--- src/rtl/fhd_pkg.sv ---
// Shared constants for the frame header deframer: field widths,
// register indexes and register reset values. No dependencies.
`default_nettype none

package fhd_pkg;

    localparam int unsigned BYTE_W       = 8;
    localparam int unsigned WORD_W       = 32;
    localparam int unsigned MASK_W       = 64;
    localparam int unsigned CFG_DATA_W   = 64;
    localparam int unsigned CFG_INDEX_W  = 2;
    localparam int unsigned HDR_COUNT_W  = 4;

    // header layout: version, op, four id bytes, four length bytes
    localparam logic [HDR_COUNT_W-1:0] HDR_BYTES     = 4'd10;
    localparam logic [HDR_COUNT_W-1:0] HDR_POS_VER   = 4'd0;
    localparam logic [HDR_COUNT_W-1:0] HDR_POS_OP    = 4'd1;
    localparam logic [HDR_COUNT_W-1:0] HDR_POS_SID_END = 4'd5;

    // configuration register indexes
    localparam logic [CFG_INDEX_W-1:0] CFG_EXPECTED_VERSION   = 2'd0;
    localparam logic [CFG_INDEX_W-1:0] CFG_MAX_PAYLOAD_LENGTH = 2'd1;
    localparam logic [CFG_INDEX_W-1:0] CFG_ALLOWED_OP_MASK    = 2'd2;

    // configuration reset values
    localparam logic [BYTE_W-1:0] RST_EXPECTED_VERSION   = 8'd1;
    localparam logic [WORD_W-1:0] RST_MAX_PAYLOAD_LENGTH = 32'd65536;
    localparam logic [MASK_W-1:0] RST_ALLOWED_OP_MASK    = 64'd8191;

    // result kind and status codes
    localparam logic KIND_HEADER  = 1'b0;
    localparam logic KIND_PAYLOAD = 1'b1;
    localparam logic STATUS_OK      = 1'b0;
    localparam logic STATUS_INVALID = 1'b1;

    // input command codes
    localparam logic CMD_BYTE    = 1'b0;
    localparam logic CMD_RESTART = 1'b1;

endpackage

`default_nettype wire

--- src/rtl/fhd_in_if.sv ---
// Input channel of the frame header deframer: valid/ready plus one stream item.
// Depends on fhd_pkg.
`default_nettype none

interface fhd_in_if;
    logic                        valid;
    logic                        ready;
    logic                        command;
    logic [fhd_pkg::BYTE_W-1:0]  data_byte;

    modport source (output valid, output command, output data_byte, input ready);
    modport sink   (input valid, input command, input data_byte, output ready);
endinterface

`default_nettype wire

--- src/rtl/fhd_out_if.sv ---
// Result channel of the frame header deframer: valid/ready plus one result item.
// Depends on fhd_pkg.
`default_nettype none

interface fhd_out_if;
    logic                        valid;
    logic                        ready;
    logic                        kind;
    logic                        status;
    logic [fhd_pkg::BYTE_W-1:0]  op_code;
    logic [fhd_pkg::WORD_W-1:0]  stream_ident;
    logic [fhd_pkg::WORD_W-1:0]  payload_length;
    logic [fhd_pkg::BYTE_W-1:0]  payload_byte;
    logic                        frame_last;

    modport source (output valid, output kind, output status, output op_code,
                    output stream_ident, output payload_length, output payload_byte,
                    output frame_last, input ready);
    modport sink   (input valid, input kind, input status, input op_code,
                    input stream_ident, input payload_length, input payload_byte,
                    input frame_last, output ready);
endinterface

`default_nettype wire

--- src/rtl/frame_header_deframer.sv ---
// Frame header deframer top level: header collection, header check, payload pass.
// Depends on fhd_pkg, fhd_in_if and fhd_out_if.
`default_nettype none

// Channel     Dir   Handshake          Item
// ---------   ---   ----------------   ------------------------------------------
// in_ch       in    valid/ready        command, data_byte
// out_ch      out   valid/ready        kind, status, op_code, stream_ident,
//                                      payload_length, payload_byte, frame_last
// cfg         in    cfg_we (no wait)   cfg_index, cfg_data
//
// One item per cycle: each item is decoded in the cycle it is accepted and its
// result, if any, lands in the output register on the same edge.
// in_ch.ready is high while the output register is empty or being drained,
// so a full output register stalls input only while out_ch.ready is low.
// rst_n (async, active low) clears parser state, the output valid and the
// configuration registers to their defaults.

module frame_header_deframer (
    input  wire logic                               clk,
    input  wire logic                               rst_n,
    fhd_in_if.sink                                  in_ch,
    fhd_out_if.source                               out_ch,
    input  wire logic                               cfg_we,
    input  wire logic [fhd_pkg::CFG_INDEX_W-1:0]    cfg_index,
    input  wire logic [fhd_pkg::CFG_DATA_W-1:0]     cfg_data
);

    typedef enum logic [1:0] {
        MODE_HEADER  = 2'd0,
        MODE_PAYLOAD = 2'd1,
        MODE_DISCARD = 2'd2
    } mode_t;

    // configuration
    logic [fhd_pkg::BYTE_W-1:0] exp_version_reg;
    logic [fhd_pkg::WORD_W-1:0] max_length_reg;
    logic [fhd_pkg::MASK_W-1:0] op_mask_reg;

    // parser state
    mode_t                           mode_reg,     mode_next;
    logic [fhd_pkg::HDR_COUNT_W-1:0] hdr_cnt_reg,  hdr_cnt_next;
    logic [fhd_pkg::BYTE_W-1:0]      version_reg,  version_next;
    logic [fhd_pkg::BYTE_W-1:0]      op_reg,       op_next;
    logic [fhd_pkg::WORD_W-1:0]      stream_reg,   stream_next;
    logic [fhd_pkg::WORD_W-1:0]      length_reg,   length_next;
    logic [fhd_pkg::WORD_W-1:0]      remain_reg,   remain_next;

    // output register
    logic                            out_valid_reg;
    logic                            res_valid_next;
    logic                            kind_reg,     kind_next;
    logic                            status_reg,   status_next;
    logic [fhd_pkg::BYTE_W-1:0]      op_code_reg,  op_code_next;
    logic [fhd_pkg::WORD_W-1:0]      sid_reg,      sid_next;
    logic [fhd_pkg::WORD_W-1:0]      plen_reg,     plen_next;
    logic [fhd_pkg::BYTE_W-1:0]      pbyte_reg,    pbyte_next;
    logic                            last_reg,     last_next;

    logic                            accept;
    logic [fhd_pkg::HDR_COUNT_W-1:0] cnt_inc;
    logic                            hdr_ok;

    assign in_ch.ready = !out_valid_reg || out_ch.ready;
    assign accept      = in_ch.valid && in_ch.ready;
    assign cnt_inc     = hdr_cnt_reg + 1'b1;

    // header check, used on the tenth byte: version and op are already held,
    // the length takes its last byte from the item taken this cycle
    assign hdr_ok = (version_reg == exp_version_reg)
                 && (op_reg[fhd_pkg::BYTE_W-1:6] == '0)
                 && op_mask_reg[op_reg[5:0]]
                 && ({length_reg[fhd_pkg::WORD_W-fhd_pkg::BYTE_W-1:0], in_ch.data_byte}
                     <= max_length_reg);

    always_comb
    begin
        mode_next      = mode_reg;
        hdr_cnt_next   = hdr_cnt_reg;
        version_next   = version_reg;
        op_next        = op_reg;
        stream_next    = stream_reg;
        length_next    = length_reg;
        remain_next    = remain_reg;
        res_valid_next = 1'b0;
        kind_next      = fhd_pkg::KIND_HEADER;
        status_next    = fhd_pkg::STATUS_OK;
        op_code_next   = '0;
        sid_next       = '0;
        plen_next      = '0;
        pbyte_next     = '0;
        last_next      = 1'b0;

        if (in_ch.command == fhd_pkg::CMD_RESTART)
        begin
            mode_next    = MODE_HEADER;
            hdr_cnt_next = '0;
        end
        else
        begin
            unique case (mode_reg)
                MODE_DISCARD:
                begin
                    // dropped until a restart
                end
                MODE_PAYLOAD:
                begin
                    res_valid_next = 1'b1;
                    kind_next      = fhd_pkg::KIND_PAYLOAD;
                    pbyte_next     = in_ch.data_byte;
                    if (remain_reg <= fhd_pkg::WORD_W'(1))
                    begin
                        last_next    = 1'b1;
                        remain_next  = '0;
                        mode_next    = MODE_HEADER;
                        hdr_cnt_next = '0;
                    end
                    else
                    begin
                        remain_next = remain_reg - 1'b1;
                    end
                end
                default:
                begin
                    // header collection, also taken for the unused mode code
                    mode_next = MODE_HEADER;
                    if (hdr_cnt_reg == fhd_pkg::HDR_POS_VER)
                        version_next = in_ch.data_byte;
                    else if (hdr_cnt_reg == fhd_pkg::HDR_POS_OP)
                        op_next = in_ch.data_byte;
                    else if (hdr_cnt_reg <= fhd_pkg::HDR_POS_SID_END)
                        stream_next = {stream_reg[fhd_pkg::WORD_W-fhd_pkg::BYTE_W-1:0],
                                       in_ch.data_byte};
                    else
                        length_next = {length_reg[fhd_pkg::WORD_W-fhd_pkg::BYTE_W-1:0],
                                       in_ch.data_byte};

                    hdr_cnt_next = cnt_inc;
                    if (cnt_inc >= fhd_pkg::HDR_BYTES)
                    begin
                        hdr_cnt_next   = '0;
                        res_valid_next = 1'b1;
                        kind_next      = fhd_pkg::KIND_HEADER;
                        status_next    = hdr_ok ? fhd_pkg::STATUS_OK
                                                : fhd_pkg::STATUS_INVALID;
                        op_code_next   = op_next;
                        sid_next       = stream_next;
                        plen_next      = length_next;
                        if (!hdr_ok)
                        begin
                            mode_next = MODE_DISCARD;
                        end
                        else if (length_next == '0)
                        begin
                            last_next = 1'b1;
                        end
                        else
                        begin
                            remain_next = length_next;
                            mode_next   = MODE_PAYLOAD;
                        end
                    end
                end
            endcase
        end
    end

    // configuration registers
    always_ff @(posedge clk or negedge rst_n)
    begin
        if (!rst_n)
        begin
            exp_version_reg <= fhd_pkg::RST_EXPECTED_VERSION;
            max_length_reg  <= fhd_pkg::RST_MAX_PAYLOAD_LENGTH;
            op_mask_reg     <= fhd_pkg::RST_ALLOWED_OP_MASK;
        end
        else if (cfg_we)
        begin
            if (cfg_index == fhd_pkg::CFG_EXPECTED_VERSION)
                exp_version_reg <= cfg_data[fhd_pkg::BYTE_W-1:0];
            else if (cfg_index == fhd_pkg::CFG_MAX_PAYLOAD_LENGTH)
                max_length_reg <= cfg_data[fhd_pkg::WORD_W-1:0];
            else if (cfg_index == fhd_pkg::CFG_ALLOWED_OP_MASK)
                op_mask_reg <= cfg_data[fhd_pkg::MASK_W-1:0];
        end
    end

    // parser state and output valid
    always_ff @(posedge clk or negedge rst_n)
    begin
        if (!rst_n)
        begin
            mode_reg      <= MODE_HEADER;
            hdr_cnt_reg   <= '0;
            version_reg   <= '0;
            op_reg        <= '0;
            stream_reg    <= '0;
            length_reg    <= '0;
            remain_reg    <= '0;
            out_valid_reg <= 1'b0;
        end
        else
        begin
            if (accept)
            begin
                mode_reg    <= mode_next;
                hdr_cnt_reg <= hdr_cnt_next;
                version_reg <= version_next;
                op_reg      <= op_next;
                stream_reg  <= stream_next;
                length_reg  <= length_next;
                remain_reg  <= remain_next;
            end
            if (in_ch.ready)
                out_valid_reg <= accept && res_valid_next;
        end
    end

    // result payload, loaded only with a new result
    always_ff @(posedge clk)
    begin
        if (accept && res_valid_next)
        begin
            kind_reg    <= kind_next;
            status_reg  <= status_next;
            op_code_reg <= op_code_next;
            sid_reg     <= sid_next;
            plen_reg    <= plen_next;
            pbyte_reg   <= pbyte_next;
            last_reg    <= last_next;
        end
    end

    assign out_ch.valid          = out_valid_reg;
    assign out_ch.kind           = kind_reg;
    assign out_ch.status         = status_reg;
    assign out_ch.op_code        = op_code_reg;
    assign out_ch.stream_ident   = sid_reg;
    assign out_ch.payload_length = plen_reg;
    assign out_ch.payload_byte   = pbyte_reg;
    assign out_ch.frame_last     = last_reg;

endmodule

`default_nettype wire

--- src/flat_wrapper.sv ---
// flat-port wrapper written by rule: the top's interface ports become plain ports
module frame_header_deframer_flat 
  (clk, rst_n, cfg_we, cfg_index, cfg_data, in_ch_valid, in_ch_command, in_ch_data_byte, in_ch_ready, out_ch_valid, out_ch_kind, out_ch_status, out_ch_op_code, out_ch_stream_ident, out_ch_payload_length, out_ch_payload_byte, out_ch_frame_last, out_ch_ready);
  fhd_in_if in_ch_i ();
  fhd_out_if out_ch_i ();
  input  wire logic clk;
  input  wire logic rst_n;
  input  wire logic cfg_we;
  input  wire logic [fhd_pkg::CFG_INDEX_W-1:0] cfg_index;
  input  wire logic [fhd_pkg::CFG_DATA_W-1:0] cfg_data;
  input wire logic [$bits(in_ch_i.valid)-1:0] in_ch_valid;
  input wire logic [$bits(in_ch_i.command)-1:0] in_ch_command;
  input wire logic [$bits(in_ch_i.data_byte)-1:0] in_ch_data_byte;
  output wire logic [$bits(in_ch_i.ready)-1:0] in_ch_ready;
  output wire logic [$bits(out_ch_i.valid)-1:0] out_ch_valid;
  output wire logic [$bits(out_ch_i.kind)-1:0] out_ch_kind;
  output wire logic [$bits(out_ch_i.status)-1:0] out_ch_status;
  output wire logic [$bits(out_ch_i.op_code)-1:0] out_ch_op_code;
  output wire logic [$bits(out_ch_i.stream_ident)-1:0] out_ch_stream_ident;
  output wire logic [$bits(out_ch_i.payload_length)-1:0] out_ch_payload_length;
  output wire logic [$bits(out_ch_i.payload_byte)-1:0] out_ch_payload_byte;
  output wire logic [$bits(out_ch_i.frame_last)-1:0] out_ch_frame_last;
  input wire logic [$bits(out_ch_i.ready)-1:0] out_ch_ready;
  assign in_ch_i.valid = in_ch_valid;
  assign in_ch_i.command = in_ch_command;
  assign in_ch_i.data_byte = in_ch_data_byte;
  assign in_ch_ready = in_ch_i.ready;
  assign out_ch_valid = out_ch_i.valid;
  assign out_ch_kind = out_ch_i.kind;
  assign out_ch_status = out_ch_i.status;
  assign out_ch_op_code = out_ch_i.op_code;
  assign out_ch_stream_ident = out_ch_i.stream_ident;
  assign out_ch_payload_length = out_ch_i.payload_length;
  assign out_ch_payload_byte = out_ch_i.payload_byte;
  assign out_ch_frame_last = out_ch_i.frame_last;
  assign out_ch_i.ready = out_ch_ready;
  frame_header_deframer u_core (.clk(clk), .rst_n(rst_n), .in_ch(in_ch_i), .out_ch(out_ch_i), .cfg_we(cfg_we), .cfg_index(cfg_index), .cfg_data(cfg_data));
endmodule
--- config.mk ---
export PLATFORM = sky130hd
export DESIGN_NAME = frame_header_deframer_flat
export DESIGN_NICKNAME = d
export VERILOG_FILES = /design/src/rtl/fhd_pkg.sv /design/src/rtl/fhd_in_if.sv /design/src/rtl/fhd_out_if.sv /design/src/rtl/frame_header_deframer.sv /design/src/flat_wrapper.sv
export SDC_FILE = /design/constraint.sdc
export NUM_CORES = 1
export LEC_CHECK = 0
export BUFFER_PORTS_ARGS = -buffer_cell sky130_fd_sc_hd__buf_2
export CORE_UTILIZATION = 25
export CTS_CLUSTER_SIZE = 16
export DETAILED_ROUTE_END_ITERATION = 6
export GPL_ROUTABILITY_DRIVEN = 1
export SLEW_MARGIN = 20
export SYNTH_ARGS = -nofsm -noshare
export SYNTH_HDL_FRONTEND = slang
export SYNTH_SLANG_ARGS = --single-unit
--- constraint.sdc ---
create_clock -name clk -period 21.9 [get_ports clk]
set_input_delay 1.095 -clock clk [delete_from_list [all_inputs] [get_ports clk]]
set_output_delay 1.095 -clock clk [all_outputs]
set_load 0.01 [all_outputs]
==> flow_metrics.tcl, run 1 <==
set metrics [dict create \
    cp-start-kind "register" \
    power_frac_seq_pct 45.5 \
    dieArea_um2 59500 \
    grt_start_max_net_pins 94 \
    hold_viol 0 \
    crit_type "reg2reg" \
    io_buffer_count 164 \
    period_minus_slack_ns 4.12 \
    synth_area_um2 14600 \
    synth_warnings 0 \
    tns_ns 0 \
    yosysUniqueCellTypes 69 \
    clock_skew_ns 0.0368 \
    worstSetupEndpointType "register" \
    largest_reg_flops 64 \
    antenna_found_initial 11 \
    io_pins 165 \
    final_core_util_pct 30.3 \
    dieHeight_um 244 \
    ys_seq_elements 306 \
    grt_overflow 0 \
    postRouteAntennaNets 0 \
    cp.required_ns 22.37 \
    core_area_um2 57700 \
    fin_total_pwr_mw 1.68 \
    drt_wl_total_um 39100 \
    drive_above_1_share_pct 32.6 \
    vias 10300 \
    die_w_um 244 \
    rsz0062_at_grt "no" \
    start_util_pct 25.3 \
    preCtsSetupSlack_ns 17.69 \
    clkSinkCount 306 \
    synth-edff-count 83 \
    p_sw_mw 0.483 \
    outcome "complete, no violations" \
    first_pass_iters 5 \
    startpoint "u_core.length_reg[10]$_DFFE_PN0P_" \
    async_flop_share_pct 72.9 \
    p_int_mw 1.20 \
    drt_iter0_drc 773 \
    final_cell_mix "208 x dfrtp_1, 181 x mux2_2, 163 x buf_2" \
    setup_viol 0 \
    cts_tree "yes" \
    grt_pass1_vias 10400 \
    worstSkewPairLatency_ns 0.55 \
    cts_max_level 2 \
    syn_inst 1228 \
    power.share.clock_pct 36.3 \
    worst_slew_pin_slew_ns 0.996 \
    dpl.hpwl_um 27800 \
    leakage_nw 7.60 \
    hold_buffers 0 \
    vdd_drop_max_uv 52.8 \
    synth_top_flop_cell "dfrtp_1" \
    finalMaxSlewViolations 0 \
    fillers 5926 \
    hp-start "u_core.op_mask_reg[43]$_DFFE_PN0P_" \
    grt_use_total_pct 13.2 \
    fp-row-count 88 \
    cp_max_fo 18 \
    holdCritPathClass "reg2reg" \
    grt_first_pass_wirelength_um 61500 \
    worst_slack_ns 17.78 \
    drv_cap 0 \
    syn_nets 1348 \
    maxSlewHeadroom_pct 33.6 \
    power_density_nw_per_um2 96.4 \
    cp_data_arrival_time_ns 4.58 \
    clockBufferDepth 3 \
    avgRoutedWirePerCell_um 18.0 \
    p_comb_share_pct 18.3 \
    cts_resized 0 \
    period_share_pct 18.8 \
    clockRootBuffer "clkbuf_16" \
    post-cts-setup-buffers 0 \
    seq_area_frac_synth_pct 55.3 \
    p_sw_share_pct 28.7 \
    drt_drc_violations_left 0 \
    clk_pin_slew_ns 0.06 \
    numCtsBuffers 36 \
    reg2reg_from "u_core.length_reg[10]$_DFFE_PN0P_" \
    vias_per_cell 4.73 \
    syn_to_final_growth_pct 19.5 \
    fmax_mhz 243 \
    gp_congestion 0.834 \
    nets 1501 \
    final_common_cell "dfrtp_1" \
    syn_avg_cell_area_um2 11.9 \
]
==> final cells by class <==
class / count / area (um2) / share of cell area (%)
Clock inverter: 19 / 241 / 1.38
Sequential cell: 306 / 8090 / 46.3
Tap cell: 765 / 957 / 5.48
Inverter: 41 / 154 / 0.881
Antenna cell: 2 / 5.00 / 0.0286
Clock buffer: 46 / 958 / 5.48
Multi-Input combinational cell: 815 / 6090 / 34.8
Timing Repair Buffer: 181 / 978 / 5.60
==> cells by family (layout without fill, tap and decap cells) <==
family	count (synthesis)	after routing	synth area share [%]
xor gates and xnor gates	9	9	0.539
adders and majority gates	40	40	3.42
buffers and inverters	107	287	3.25
and+or+nand+nor	336	336	11.1
DFF	306	306	55.3
other	0	2	0
muxes	237	237	18.5
AOI/OAI and AO/OA	193	193	7.93
==> stage by stage <==
| stage | hold slack (ns) | area, um2 | instances |
|---|---|---|---|
| 2_1_floorplan | 0.456 | 14600 | 1228 |
| 6_report | 0.502 | 17500 | 2175 |
| 4_1_cts | 0.500 | 17400 | 2172 |
| 3_3_place_gp | 0.474 | 16200 | 2107 |
| 3_5_place_dp | 0.486 | 16200 | 2107 |
| 5_1_grt | 0.518 | 17500 | 2174 |
==> power groups by stage <==
stage	logic [mW]	clock network, mW	registers (mW)
6_report	0.307	0.611	0.765
5_1_grt	0.341	0.653	0.778
4_1_cts	0.310	0.630	0.764
3_5_place_dp	0.308	0	0.775
3_3_place_gp	0.302	0	0.769
2_1_floorplan	0.248	0	0.730
==> synthesized netlist by cell type (6+ instances only) <==
library cell / count / share of area (%)
o21ai_1: 48 / 1.6
o211ai_1: 17 / 0.87
nand4_1: 12 / 0.51
nand2b_1: 11 / 0.47
nand3_1: 9 / 0.31
or3_1: 8 / 0.34
ha_1: 40 / 3.4
nor2b_1: 9 / 0.38
mux2_2: 181 / 14
dfrtp_1: 208 / 36
buf_2: 7 / 0.24
a21o_1: 6 / 0.31
or4_1: 7 / 0.36
clkbuf_1: 44 / 1.1
a31oi_1: 13 / 0.56
nor4_1: 17 / 0.73
a21oi_1: 66 / 2.3
inv_1: 41 / 1.1
o21ai_0: 11 / 0.38
buf_1: 6 / 0.15
dfstp_2: 15 / 2.7
nand3b_1: 8 / 0.41
and2_1: 11 / 0.47
nor2_1: 98 / 2.5
mux4_2: 8 / 1.2
nor3_1: 15 / 0.51
mux2i_1: 47 / 3.2
edfxtp_1: 83 / 17
xnor2_1: 6 / 0.36
nand2_1: 112 / 2.9
a211oi_1: 6 / 0.31
==> worst max-delay path: stages, from the launching register on <==
cell and delay (ns):
dfrtp_1 0.43, ha_1 0.35, a211oi_1 0.26, a211o_1 0.19
a31oi_1 0.08, a2111oi_0 0.75, o22ai_1 0.30, a311oi_2 0.36
nand3b_1 0.67, or2_2 0.55, o211ai_1 0.10
==> path summary, 6_finish.rpt <==
kind                            depth (start not counted)                                    end  slack, ns
worst max-delay path                                   10      u_core.remain_reg[22]$_DFFE_PN0P_      17.78
worst min-delay path                                    1     u_core.op_mask_reg[43]$_DFFE_PN0P_       0.50
worst max register to register                         10      u_core.remain_reg[22]$_DFFE_PN0P_      17.78
worst min register to register                          1     u_core.op_mask_reg[43]$_DFFE_PN0P_       0.50
max in group asynchronous                               2  u_core.max_length_reg[10]$_DFFE_PN0P_      19.89
min in group asynchronous                               1     u_core.op_mask_reg[57]$_DFFE_PN0P_       0.58
==> routing by layer <==
metal / part of all wire, % / track usage, %
met5: 0.18 / 0
met4: 1.9 / 3.68
met3: 7.7 / 3.75
met2: 46 / 20.6
met1: 44 / 17.6
(Power assumes the default switching activity.)
==> run 2, diff against run 1 <==
- clock period: 21.9 -> 3.6 ns (I/O delays scaled with it)
==> flow_metrics.tcl, run 2 (synthesized netlist as in run 1, its figures left out) <==
set metrics [dict create \
    io_pins 165 \
    grt_first_pass_wirelength_um 62200 \
    fillers 5813 \
    vias_per_cell 4.65 \
    leakage_nw 8.00 \
    grt_start_max_net_pins 106 \
    power_density_nw_per_um2 572 \
    numPlacedInstances 2121 \
    drv_cap 0 \
    start_util_pct 25.3 \
    clkSinkCount 306 \
    fin_area_um2 18400 \
    dieHeight_um 244 \
    reg2reg_slack_ns 0.23 \
    cp_data_arrival_time_ns 3.82 \
    finalNonFillerCells 2254 \
    final_cell_mix "208 x dfrtp_1, 181 x mux2_2, 163 x buf_2" \
    vias 10500 \
    detailed_place.area_um2 16400 \
    maxSlewHeadroom_pct 41.0 \
    multi_input_area_um2 6110 \
    numCtsBuffers 37 \
    cp.required_ns 4.05 \
    preCtsSetupSlack_ns 0.0742 \
    nets 1580 \
    min_path_cells 3 \
    crit_type "reg2reg" \
    postRouteAntennaNets 0 \
    gp_congestion 0.828 \
    clock_skew_ns 0.0215 \
    worstSetupEndpointType "register" \
    worst_slew_pin_slew_ns 0.884 \
    worstSkewPairLatency_ns 0.54 \
    dpl.hpwl_um 27900 \
    die_w_um 244 \
    clockRootBuffer "clkbuf_16" \
    rsz0062_at_grt "no" \
    reg2reg_from "u_core.op_reg[1]$_DFFE_PN0P_" \
    largest_reg_flops 64 \
    hold_viol 0 \
    antenna_cells 0 \
    outcome "complete, no violations" \
    antenna_found_initial 2 \
    seqCellArea_um2 8090 \
    hp-start "out_ch_ready" \
    tns_ns 0 \
    period_minus_slack_ns 3.37 \
    cp-start-kind "register" \
    finalMaxSlewViolations 0 \
    grt_overflow 0 \
    core_area_um2 57700 \
    cp_max_fo 62 \
    clockBufferDepth 3 \
    cts_max_level 2 \
    fp-row-count 88 \
    fin_total_pwr_mw 10.5 \
    r2r-end "u_core.remain_reg[20]$_DFFE_PN0P_" \
    setup_viol 0 \
    worst_slack_ns 0.230 \
    first_pass_iters 5 \
    vdd_drop_max_uv 312 \
    holdPathEnd "u_core.out_ch.valid$_DFFE_PN0N_" \
    dieArea_um2 59500 \
    fmax_mhz 297 \
    grt_pass1_vias 10500 \
    syn_to_final_growth_pct 25.7 \
    holdCritPathClass "in2reg" \
    final_common_cell "dfrtp_1" \
    drt_drc_violations_left 0 \
    period_share_pct 93.6 \
    cts_tree "yes" \
    reg2reg_depth 10 \
    io_buffer_count 164 \
    avgRoutedWirePerCell_um 17.7 \
    drive_above_1_share_pct 32.2 \
    clk_pin_slew_ns 0.06 \
    post-cts-setup-buffers 0 \
    grt_use_total_pct 13.3 \
    drt_iter0_drc 715 \
    drt_wl_total_um 39800 \
]
-- run 2: cell count changes in the layout (fill, tap and decap cells not counted), sizes merged --
cell         before  now
clkbuf           46   59
clkinv           10    4
dlygate4sd3       0   65
clkinvlp          2    1
buf             181  194
diode             2    0
bufinv            5    2
-- run 2: worst max-delay path by stage --
stage                                                  from                                      to  slack (ns)  depth (start not counted)
after floorplan           u_core.hdr_cnt_reg[0]$_DFFE_PN0P_  u_core.out_ch.frame_last$_SDFFCE_PP0P_       0.008                          6
after global placement    u_core.length_reg[10]$_DFFE_PN0P_        u_core.remain_reg[6]$_DFFE_PN0P_        0.20                         11
after detailed placement  u_core.length_reg[10]$_DFFE_PN0P_       u_core.remain_reg[20]$_DFFE_PN0P_        0.07                         11
after CTS                 u_core.length_reg[10]$_DFFE_PN0P_        u_core.remain_reg[3]$_DFFE_PN0P_        0.06                         11
after global routing      u_core.length_reg[10]$_DFFE_PN0P_       u_core.remain_reg[20]$_DFFE_PN0P_        0.08                         11
final                          u_core.op_reg[1]$_DFFE_PN0P_       u_core.remain_reg[20]$_DFFE_PN0P_        0.23                         10
-- run 2: area by class of cell --
class | count | area share, %
clock inverter | 9 | 0.592
clock buffer | 59 | 6.44
timing repair buffer | 259 | 9.63
tap | 765 | 5.21
inverter | 41 | 0.837
multi-input combinational | 815 | 33.3
sequential | 306 | 44.0
-- run 2: per-layer routing --
layer	vias to the layer above	GRT usage, %	wire length, um
met2	297	21.5	18700
met1	5211	18.1	18200
met3	56	2.32	2030
met4	4	3.99	826
li1	4905	-	-
met5	-	0	23
-- run 2: power breakdown --
part	switching, mW	internal [mW]
combinational	0.959	1.03
clock	1.48	2.41
sequential	0.523	4.11
total	2.97	7.54
-- run 2: timing repair --
action | CTS | global route
endpoints found under the hold margin | 170 | 0
setup endpoints to repair | 0 | 18
resized for setup | 0 | 2
hold buffers | 65 | 0
-- run 2: worst max-delay path, stage by stage, from the launching register on --
cell	delay [ns]
dfrtp_1	0.84
mux4_2	0.34
nor2b_1	0.13
a211oi_1	0.06
a21oi_1	0.26
nand4b_1	0.20
a311oi_2	0.52
o21ai_4	0.09
buf_12	0.20
or3_1	0.41
o221ai_1	0.20
-- run 2: through the flow --
step	util, %	hold WS, ns
2_1_floorplan	-	-0.116
4_1_cts	31.8	0.00951
3_5_place_dp	28.5	0.235
3_3_place_gp	28.5	0.205
6_report	31.9	0.0305
5_1_grt	31.9	0.0267
==> run 3, diff against run 2 <==
- GPL_TIMING_DRIVEN: not set -> 1
- RECOVER_POWER: not set -> 25
==> flow_metrics.tcl, run 3 (synthesized netlist as in run 1, its figures left out) <==
set metrics [dict create \
    outcome "finished with violations" \
    violations "max-capacitance violations, max-slew violations" \
    core_area_um2 57700 \
    p_sw_mw 2.96 \
    cp.required_ns 4.05 \
    cp_top_family "compound AO/OA/AOI/OAI gates" \
    numCtsBuffers 37 \
    r2r-end "u_core.remain_reg[26]$_DFFE_PN0P_" \
    period_share_pct 93.9 \
    maxSlewHeadroom_pct -41.2 \
    slowest_stage "dfrtp_1" \
    fin_area_um2 18400 \
    hold_viol 0 \
    post-cts-setup-buffers 0 \
    vias_per_cell 4.67 \
    fmax_mhz 296 \
    p_int_mw 7.54 \
    p_sw_share_pct 28.2 \
    dieArea_um2 59500 \
    rsz0062_at_grt "no" \
    setup_viol 0 \
    drive_above_1_share_pct 32.0 \
    leakage_nw 7.99 \
    clock_skew_ns 0.0209 \
    critPathBufInv 1 \
    worstSetupEndpointType "register" \
    fp-row-count 88 \
    start_util_pct 25.3 \
    worst-path-stages 10 \
    grt_overflow 0 \
    antenna_cells 0 \
    drt_iter0_drc 725 \
    cp_data_arrival_time_ns 3.83 \
    grt_pass1_vias 10500 \
    startpoint "u_core.op_reg[1]$_DFFE_PN0P_" \
    grt_start_max_net_pins 106 \
    fillers 5813 \
    cp_max_fo 62 \
    holdCritPathClass "in2reg" \
    antenna_found_initial 2 \
    drt_drc_violations_left 0 \
    nets 1580 \
    clkSinkCount 306 \
    reg2reg_depth 10 \
    gp_congestion 0.828 \
    power.share.clock_pct 37.1 \
    worst_slew_pin_slew_ns 2.12 \
    dpl.hpwl_um 27900 \
    grt_use_total_pct 13.3 \
    clockBufferDepth 3 \
    drt_wl_total_um 39800 \
    first_pass_iters 6 \
    syn_to_final_growth_pct 25.5 \
    dieHeight_um 244 \
    clk_pin_slew_ns 0.06 \
    vias 10500 \
    detailed_place.area_um2 16400 \
    power_density_nw_per_um2 572 \
    reg2reg_slack_ns 0.22 \
    tns_ns 0 \
    grt_first_pass_wirelength_um 62200 \
    p_comb_share_pct 18.9 \
    cp-start-kind "register" \
    crit_chain "mux4_2 -> nor2b_1 -> a211oi_1 -> a21oi_1 -> nand4b_1 -> a311oi_2 -> o21ai_4 -> buf_12 -> or4b_1 -> o211ai_1" \
    drv_cap 3 \
    largest_reg_flops 64 \
    period_minus_slack_ns 3.38 \
    power_frac_seq_pct 44.0 \
    avgRoutedWirePerCell_um 17.7 \
    clockRootBuffer "clkbuf_16" \
    final_common_cell "dfrtp_1" \
    reg2reg_from "u_core.op_reg[1]$_DFFE_PN0P_" \
    cts_tree "yes" \
    io_pins 165 \
    crit_type "reg2reg" \
    crit_end "u_core.remain_reg[26]$_DFFE_PN0P_" \
    cts_max_level 2 \
    die_w_um 244 \
    cp_slowest_stage_delay_ns 0.84 \
    finalMaxSlewViolations 177 \
    worstSkewPairLatency_ns 0.54 \
    vdd_drop_max_uv 311 \
    io_buffer_count 164 \
    final_cell_mix "208 x dfrtp_1, 181 x mux2_2, 161 x buf_2" \
    postRouteAntennaNets 0 \
]
==> run 3: changes by cell type in the layout (fill, tap and decap cells not counted), sizes merged <==
cell    delta
buf        -5
clkbuf     +5
==> run 3: power by group through the flow <==
stage                     clock network, mW  logic [mW]  registers [mW]
after floorplan                           0        1.51            4.44
after global placement                    0        1.89            4.64
after detailed placement                  0        1.94            4.67
after CTS                              3.99        2.00            4.61
after global routing                   4.14        2.22            4.70
final                                  3.89        1.98            4.63
==> run 3: final cells by class <==
| type | count | area, um2 | share of cell area (%) |
|---|---|---|---|
| sequential | 306 | 8090 | 44.1 |
| multi-input combinational | 815 | 6110 | 33.3 |
| timing repair buffer | 259 | 1750 | 9.53 |
| clock buffer | 59 | 1180 | 6.45 |
| tap | 765 | 957 | 5.21 |
| inverter | 41 | 154 | 0.838 |
| clock inverter | 9 | 109 | 0.593 |
==> run 3: worst reg2reg max path, stage by stage, from the launching register on <==
cell and delay (ns):
dfrtp_1 0.84, mux4_2 0.35, nor2b_1 0.13, a211oi_1 0.06, a21oi_1 0.26, nand4b_1 0.21, a311oi_2 0.53, o21ai_4 0.09
buf_12 0.21, or4b_1 0.52, o211ai_1 0.11
==> run 3: timing repair <==
| item | 4_1_cts | 5_1_grt |
|---|---|---|
| hold buffers | 65 | 0 |
| setup endpoints to repair | 0 | 18 |
| endpoints found under the hold margin | 170 | 0 |
| resized for setup | 0 | 2 |
==> run 3: metal layers <==
layer	up-vias	track usage [%]	share of wire, %
met5	-	0	0.058
li1	4900	-	-
met2	298	21.5	47
met3	62	2.32	5.2
met1	5252	18.1	45
met4	4	3.99	2.0
==> run 3: metrics by stage <==
| step | hold slack (ns) | std cells | util (%) | setup slack, ns | power (mW) |
|---|---|---|---|---|---|
| finish | 0.0374 | 2254 | 31.8 | 0.219 | 10.5 |
| global route | 0.0267 | 2254 | 31.8 | 0.0829 | 11.1 |
| CTS | 0.00951 | 2254 | 31.8 | 0.0606 | 10.6 |
| detailed placement | 0.235 | 2121 | 28.5 | 0.0742 | 6.61 |
| global placement | 0.205 | 2121 | 28.5 | 0.196 | 6.52 |
| floorplan | -0.116 | 1228 | - | 0.00844 | 5.95 |
==> run 3: how the worst min path moves through the flow <==
stage                            start                                     to  slack, ns  depth (start not counted)
finish              in_ch_data_byte[0]      u_core.version_reg[0]$_DFFE_PN0P_       0.04                          3
floorplan                        rst_n  u_core.exp_version_reg[1]$_DFFE_PN0P_      -0.12                          0
global route        in_ch_data_byte[0]      u_core.version_reg[0]$_DFFE_PN0P_       0.03                          3
global placement                 rst_n     u_core.op_mask_reg[58]$_DFFE_PN0P_       0.21                          1
detailed placement               rst_n  u_core.exp_version_reg[5]$_DFFE_PN0P_       0.24                          1
CTS                      in_ch_command        u_core.out_ch.valid$_DFFE_PN0N_       0.01                          2
